**config.mk**
```make
export PLATFORM = sky130hd
export DESIGN_NAME = q64md_ctrl
export DESIGN_NICKNAME = d
export VERILOG_FILES = /design/src/sv/q64md_pkg.sv /design/src/sv/q64md_ctrl.sv
export SDC_FILE = /design/constraint.sdc
export NUM_CORES = 1
export LEC_CHECK = 0
export BUFFER_PORTS_ARGS = -buffer_cell sky130_fd_sc_hd__buf_2
export CORE_MARGIN = 5
export CORE_UTILIZATION = 53
export DETAILED_ROUTE_END_ITERATION = 8
export PLACE_DENSITY = 0.77
export SLEW_MARGIN = 25
export SYNTH_ARGS = -nofsm -noshare
export SYNTH_HDL_FRONTEND = slang
export SYNTH_SLANG_ARGS = --single-unit
```
**constraint.sdc**
```tcl
create_clock -name clk -period 2.5 [get_ports clk]
set_input_delay 0.25 -clock clk [delete_from_list [all_inputs] [get_ports clk]]
set_output_delay 0.25 -clock clk [all_outputs]
set_load 0.005 [all_outputs]
```
**src/sv/q64md_pkg.sv**
```systemverilog
`default_nettype none
package q64md_pkg;

    localparam int FRAC_BITS = 64;
    localparam int DIV_STEPS = 128 + FRAC_BITS;
    localparam int CNT_W     = $clog2(DIV_STEPS);
    localparam int MUL_STEPS = 16;

    typedef enum logic [1:0] {
        OP_MUL  = 2'd0,
        OP_DIV  = 2'd1,
        OP_MINV = 2'd2,
        OP_INV  = 2'd3
    } op_t;

    typedef enum logic [1:0] {
        ST_OK      = 2'd0,
        ST_OVF     = 2'd1,
        ST_DIV0    = 2'd2,
        ST_INV_ARG = 2'd3
    } status_t;

    typedef struct packed {
        logic       load;
        logic       init_mul;
        logic       init_div;
        logic       mul_step;
        logic [3:0] mul_idx;
        logic       div_step;
        logic       finish;
    } cmd_t;

    typedef struct packed {
        op_t  op;
        logic early_err;
    } dp_stat_t;

    // Magnitude m is representable as a signed 128-bit value with sign neg.
    function automatic logic fits(input logic [127:0] m, input logic neg);
        logic r;
        if (neg)
        begin
            r = !(m[127] && (|m[126:0]));
        end
        else
        begin
            r = !m[127];
        end
        return r;
    endfunction

endpackage
`default_nettype wire

```
**src/sv/q64md_ctrl.sv**
```systemverilog
`default_nettype none
module q64md_ctrl
    import q64md_pkg::*;
(
    input  wire logic     clk,
    input  wire logic     rst_n,
    input  wire logic     start,
    input  wire dp_stat_t dp_stat,
    output cmd_t          cmd,
    output logic          busy
);

    typedef enum logic [6:0] {
        S_IDLE  = 7'b0000001,
        S_LOAD  = 7'b0000010,
        S_MINIT = 7'b0000100,
        S_MUL   = 7'b0001000,
        S_DRAIN = 7'b0010000,
        S_DIV   = 7'b0100000,
        S_FIN   = 7'b1000000
    } state_t;

    state_t            state_reg, state_next;
    logic [CNT_W-1:0]  cnt_reg, cnt_next;

    always_ff @(posedge clk or negedge rst_n)
    begin
        if (!rst_n)
        begin
            state_reg <= S_IDLE;
            cnt_reg   <= '0;
        end
        else
        begin
            state_reg <= state_next;
            cnt_reg   <= cnt_next;
        end
    end

    always_comb
    begin
        state_next = state_reg;
        cnt_next   = cnt_reg;
        cmd        = '0;
        cmd.mul_idx = cnt_reg[3:0];
        case (state_reg)
            S_IDLE:
            begin
                if (start)
                begin
                    cmd.load   = 1'b1;
                    state_next = S_LOAD;
                end
            end
            S_LOAD:
            begin
                cnt_next = '0;
                if (dp_stat.early_err)
                begin
                    state_next = S_FIN;
                end
                else if (dp_stat.op == OP_MUL || dp_stat.op == OP_MINV)
                begin
                    state_next = S_MINIT;
                end
                else
                begin
                    cmd.init_div = 1'b1;
                    state_next   = S_DIV;
                end
            end
            S_MINIT:
            begin
                cmd.init_mul = 1'b1;
                cnt_next     = '0;
                state_next   = S_MUL;
            end
            S_MUL:
            begin
                cmd.mul_step = 1'b1;
                cnt_next     = cnt_reg + 1'b1;
                if (cnt_reg == CNT_W'(MUL_STEPS - 1))
                begin
                    state_next = S_DRAIN;
                end
            end
            S_DRAIN:
            begin
                state_next = S_FIN;
            end
            S_DIV:
            begin
                cmd.div_step = 1'b1;
                cnt_next     = cnt_reg + 1'b1;
                if (cnt_reg == CNT_W'(DIV_STEPS - 1))
                begin
                    state_next = (dp_stat.op == OP_INV) ? S_MINIT : S_FIN;
                end
            end
            S_FIN:
            begin
                cmd.finish = 1'b1;
                state_next = S_IDLE;
            end
            default:
            begin
                state_next = S_IDLE;
            end
        endcase
    end

    assign busy = (state_reg != S_IDLE);

endmodule
`default_nettype wire

```
== After elaboration in Yosys (flattened, before gate mapping) ==
Cells that the tools add are included.

* Latch bits: 0
* Output and inout port bits: 11
* Register bits after elaboration: 15
* Logic and storage cells: 41
* Memories kept: 0
* Bits of input ports: 6
* Memory bits (read-only): 0
* RAM bits: 0

* Eq/ne operators: 15
* Reduce and logical (&&, ||, !) cells: 6
* Div/mod/pow operators: 0
* $mul: 0
* Shift operators: 0
* Add/subtract/negate cells: 1
* Muxes and demuxes: 17
* Order comparisons: 0
* Bitwise gates (word level): 0

{| class="wikitable"
|+ Operator list
! cell !! number
|-
| 7-bit case mux with 6 select lines || 1
|-
| 7-bit 2-to-1 mux || 5
|-
| 8-bit case mux with 2 select lines || 1
|-
| 1-bit 2-to-1 mux || 9
|-
| 8-bit by 1-bit adder with 8-bit output, second input constant || 1
|-
| 8-bit by 4-bit == test with 1-bit output, second input constant || 1
|-
| 8-bit == test, second input constant || 1
|-
| 7-bit by 1-bit == test with 1-bit output, second input constant || 1
|-
| 7-bit by 2-bit == test with 1-bit output, second input constant || 1
|-
| 7-bit by 3-bit == test with 1-bit output, second input constant || 1
|-
| 7-bit by 4-bit == test with 1-bit output, second input constant || 1
|-
| 7-bit by 5-bit == test with 1-bit output, second input constant || 1
|-
| 7-bit by 6-bit == test with 1-bit output, second input constant || 1
|-
| 7-bit == test, second input constant || 1
|-
| 7-bit by 1-bit inequality test with 1-bit output, second input constant || 1
|-
| 6-bit 2-to-1 mux || 1
|-
| 2-bit inequality test, second input constant || 3
|-
| 2-bit == test, second input constant || 2
|-
| 2-bit OR reduction || 2
|-
| 3-bit AND reduction || 1
|-
| 2-bit logical NOT || 1
|-
| 2-bit nonzero test || 1
|-
| 1-bit logical OR || 1
|}

== Depth between registers and ports, before layout ==
* Word-level depth: 5
* Mapped depth: 6
* Depth with buffers taken out: 5

== Worst setup path after synthesis ==
No wires, ideal clock.

* Path type: register to register
* Start point: reg state_reg[4]
* End point: reg state_reg[2]
* Data arrival time: 1755 ps
* Path buffers: 0
* Setup time: 137 ps
* Data required time: 2363 ps
* Cell stages (with the launch flop): 5
* Period minus slack after synthesis: 1892 ps
* Slack: 608 ps
* Cell sequence: dfrtp_1 -> or4_4 -> or4b_4 -> o21ai_4 -> a211oi_1

* Word-level cells in the longest chain between the ends: 3
* Elaborated cells on any way between the ends: 11
* Classes of those cells: eq/ne: 9; mux: 1; reduce/logical: 1

{| class="wikitable"
|+ RTL lines
! item !! RTL line !! source
|-
| start: declaration || q64md_ctrl.sv:23 || <nowiki>state_t state_reg, state_next;</nowiki>
|-
| start signal: assignment || q64md_ctrl.sv:35 || <nowiki>state_reg <= state_next;</nowiki>
|-
| 7-bit by 6-bit == test with 1-bit output, or another cell as far along || q64md_ctrl.sv:46 || <nowiki>case (state_reg)</nowiki>
|-
| 2-bit inequality test (no line) || - ||
|-
| 3-bit AND reduction (no line) || - ||
|}

Several ways; a longest one is shown, not always the timed one.
A chain may end at the register's enable or synchronous reset.

==> summary.md <==
By area the synthesized netlist is led by sky130_fd_sc_hd__dfrtp_1 (38%), sky130_fd_sc_hd__mux2i_1 (7.7%), sky130_fd_sc_hd__and3_1 (4.1%). The later pin in the worst-skew pair is clocked with a latency of 290 ps. Timing analysis after detailed placement gives a worst setup slack of 439.0 ps. In the final layout, flip-flops and latches occupy 376.6 um2.

Pin placement for this block handled 17 I/O pins. Depth of the worst register-to-register path: 4. The kind of start point of the critical path was a register. The first global-routing pass estimated 3160 um of wire. The top cell types in the final layout, fill and taps aside, are sky130_fd_sc_hd__buf_2 (16), sky130_fd_sc_hd__dfrtp_1 (14), sky130_fd_sc_hd__nand2_1 (10).

Power comes to 0.6886 mW. In this run, synthesis inferred 0 flip-flops with an integrated enable. The H-tree depth was 1. Most used flip-flop cell after synthesis: sky130_fd_sc_hd__dfrtp_1. The total DRC errors in the routed layout was 0; the via count of the first global-routing pass was 781.

For the clock skew, the log shows 7.248 ps. The category of the worst setup path capture point was an output port. The tools report the worst flop-to-flop path startpoint as state_reg[4]. The instance area after placement is 977.2 um2, and the number of antenna cells inserted is 0.

Based on the critical path, the design can be clocked at up to 429.4 MHz. The run gives 736 as the via count. Summing all non-filler instances in the final layout gives an area of 1013 um2. The standard-cell row count was 15; the count of port buffers added during placement was 16. Dividing the detail-routed via count by the number of cells gives 5.888. The total area of multi-input combinational cells is 480.5 um2, and the netlist area before placement is 910.9 um2. The final number of setup-violating endpoints came out at 0. The die area was 2648 um2. A synthesized cell averages 9.901 um2. The run gives 99 as the number of nets in the synthesized netlist.

In this run the vertical extent of the chip is 51.46 um. In this run the standard cell core region covers 1670 um2. The portion of total power attributed to combinational logic is 0.321. The layout cell share with drive strength beyond 1 is 0.2685, and the initial antenna violation count is 0. TritonCTS built the clock tree. The count of cells in the finished layout, fillers not included, comes to 125.

The filler cells instantiated in the layout total 144. The run finished with clean final reports. Minimum hold slack: 142.4 ps. The path class of the tightest hold or removal check is in -> reg. The effective utilization at floorplan was 0.5453; the sequential share of power was 0.472. The number of synthesized register bits came out at 15. Of all nets on the critical path, the largest fanout is 6.

The root buffer cell was sky130_fd_sc_hd__clkbuf_4. Across the VDD grid, the largest voltage drop is 0.4534 mV. Capture point of the worst path: cmd[6]. The worst setup path is of the reg -> out kind. The logs give 0 for the max-slew violation total from the final report and 0.208 for the power share of the clock group.

Data on the critical path is required at its endpoint by 2250 ps. The number of iterations in the first detailed-routing pass was 4. For this block, the routed nets add up to 1841 um of wire. At the pin with the least slew margin, the transition time is 671.0 ps. For this design the ratio of total power to cell area is 679.5 nW/um2. The switching part of the total power is 0.3468, and the setup TNS is 0 ps. Share of the core filled with cells: 0.6067.

The clock drives 15 sinks. The synthesized design spends more area on one cell type than any other, namely sky130_fd_sc_hd__dfrtp_1. The capture point of the worst reg-to-reg path was cnt_reg[3]. The share of the clock period used by the worst path after layout was 0.9315. The post-CTS repair timing setup buffer count was 0; the violation count after the first detailed-routing iteration was 10.

The relative slew slack was 0.5485; the count of endpoints failing hold in the final timing report was 0. After layout, the minimum clock period comes to 2329 ps. After technology mapping, the gate count stands at 92.

The share of the synthesized area in the top cell type is 0.3846. The count of warnings emitted by yosys is 0, and the async set or reset register ratio after synthesis is 1.000. Setup slack on the worst reg-to-reg path comes out at 420 ps. Clock-pin slew was measured on the worst setup and hold paths at 90 ps.

The number of maximum-capacitance constraint violations was 0. The area growth from synthesis to final layout was 11.26%. In the final routed layout, each cell accounts on average for 14.73 um.

Proportion of synthesized chip area in sequential cells: 0.4135. At the end of routability-driven placement, the weighted congestion stood at 0.8517. The global-route total usage across every layer is 0.1623, and the placed cell count is 120. The internal power of the cells totals 0.4498 mW. The logs give 171.2 ps for the smallest setup slack after layout and 0.5381 nW for the static power due to leakage. The most common cell after layout, fill and taps aside was sky130_fd_sc_hd__buf_2. The number of clock buffers added by TritonCTS is 3. No sink is reached through more buffers than the 2 on the longest clock path.

The number of flip-flops under the largest register name was 8. In the final design database the tool counted 116 nets. Setup repair after global routing left no endpoint under its margin. Synthesis instantiated 34 different standard cells from the library.

The die is 51.46 um wide. Global routing finished with a remaining overflow of 0. The detail route stage leaves a number of antenna-violating nets equal to 0. The wire-length estimate of the detail-placed layout is 1436 um.

The most critical setup path has its startpoint at state_reg[4]. Data arrives at the worst endpoint at 2080 ps. Entering global routing, the biggest net connects 16 pins. Power dissipated by switching net loads: 0.2388 mW.
kinds of logic after synthesis:
kind of cell / synth area share
AOI/OAI and AO/OA: 0.08242
xor gates and xnor gates: 0.02885
DFF: 0.4135
muxes: 0.1140
buffers and inverters: 0.05906
and+or+nand+nor: 0.2885
adders and majority gates: 0.01373
timing repair:
action                    4_1_cts  5_1_grt
gates resized for setup         0        0
hold endpoints to repair       14        0
hold buffers                    1        0
power groups by stage:
stage	Clock, mW	Sequential, mW	Combinational, mW
2_1_floorplan	0	0.309	0.183
3_3_place_gp	0	0.328	0.219
3_5_place_dp	0	0.327	0.225
4_1_cts	0.149	0.325	0.225
5_1_grt	0.162	0.333	0.252
6_report	0.143	0.325	0.221
Yosys cell counts, types with 2 or more instances:
cell type	number
sky130_fd_sc_hd__and3_1	6
sky130_fd_sc_hd__buf_4	5
sky130_fd_sc_hd__dfrtp_1	14
sky130_fd_sc_hd__inv_1	3
sky130_fd_sc_hd__mux2_2	3
sky130_fd_sc_hd__mux2i_1	7
sky130_fd_sc_hd__nand2_1	10
sky130_fd_sc_hd__nand3_1	3
sky130_fd_sc_hd__nand4_1	3
sky130_fd_sc_hd__nor2_1	8
sky130_fd_sc_hd__nor3_1	4
sky130_fd_sc_hd__o21bai_1	2
sky130_fd_sc_hd__or4_4	2
sky130_fd_sc_hd__xor2_1	2
worst min-delay path by stage:
| stage | depth (start not counted) | from | slack [ps] | end |
|---|---|---|---|---|
| 2_1_floorplan | 0 | rst_n | -50 | cnt_reg[0] |
| 3_3_place_gp | 1 | rst_n | 160 | cnt_reg[3] |
| 3_5_place_dp | 1 | rst_n | 170 | cnt_reg[3] |
| 4_1_cts | 2 | start | 130 | state_reg[0] |
| 5_1_grt | 2 | start | 150 | state_reg[0] |
| 6_report | 2 | start | 140 | state_reg[0] |
cell type report:
type                    instances  share of cell area
flip-flops and latches         15              0.3716
multi-input cells              68              0.4741
inverters                       3             0.01111
well taps                      17             0.02099
clock buffers                   4             0.02593
repair buffers                 18             0.09630
critical path: stages (launching register included):
cell and delay [ps]:
sky130_fd_sc_hd__dfrtp_1 470, sky130_fd_sc_hd__or4_4 580, sky130_fd_sc_hd__or4b_4 550, sky130_fd_sc_hd__inv_1 80
sky130_fd_sc_hd__buf_2 110
routing by layer:
metal / track usage / vias up / wire length [um]
met5: 0 / - / 0
met1: 0.1810 / 357 / 799
met4: 0.07860 / 0 / 17
met3: 0.03499 / 2 / 59
li1: - / 362 / -
met2: 0.2881 / 15 / 965
No activity file was read; power rests on OpenSTA's default activity.
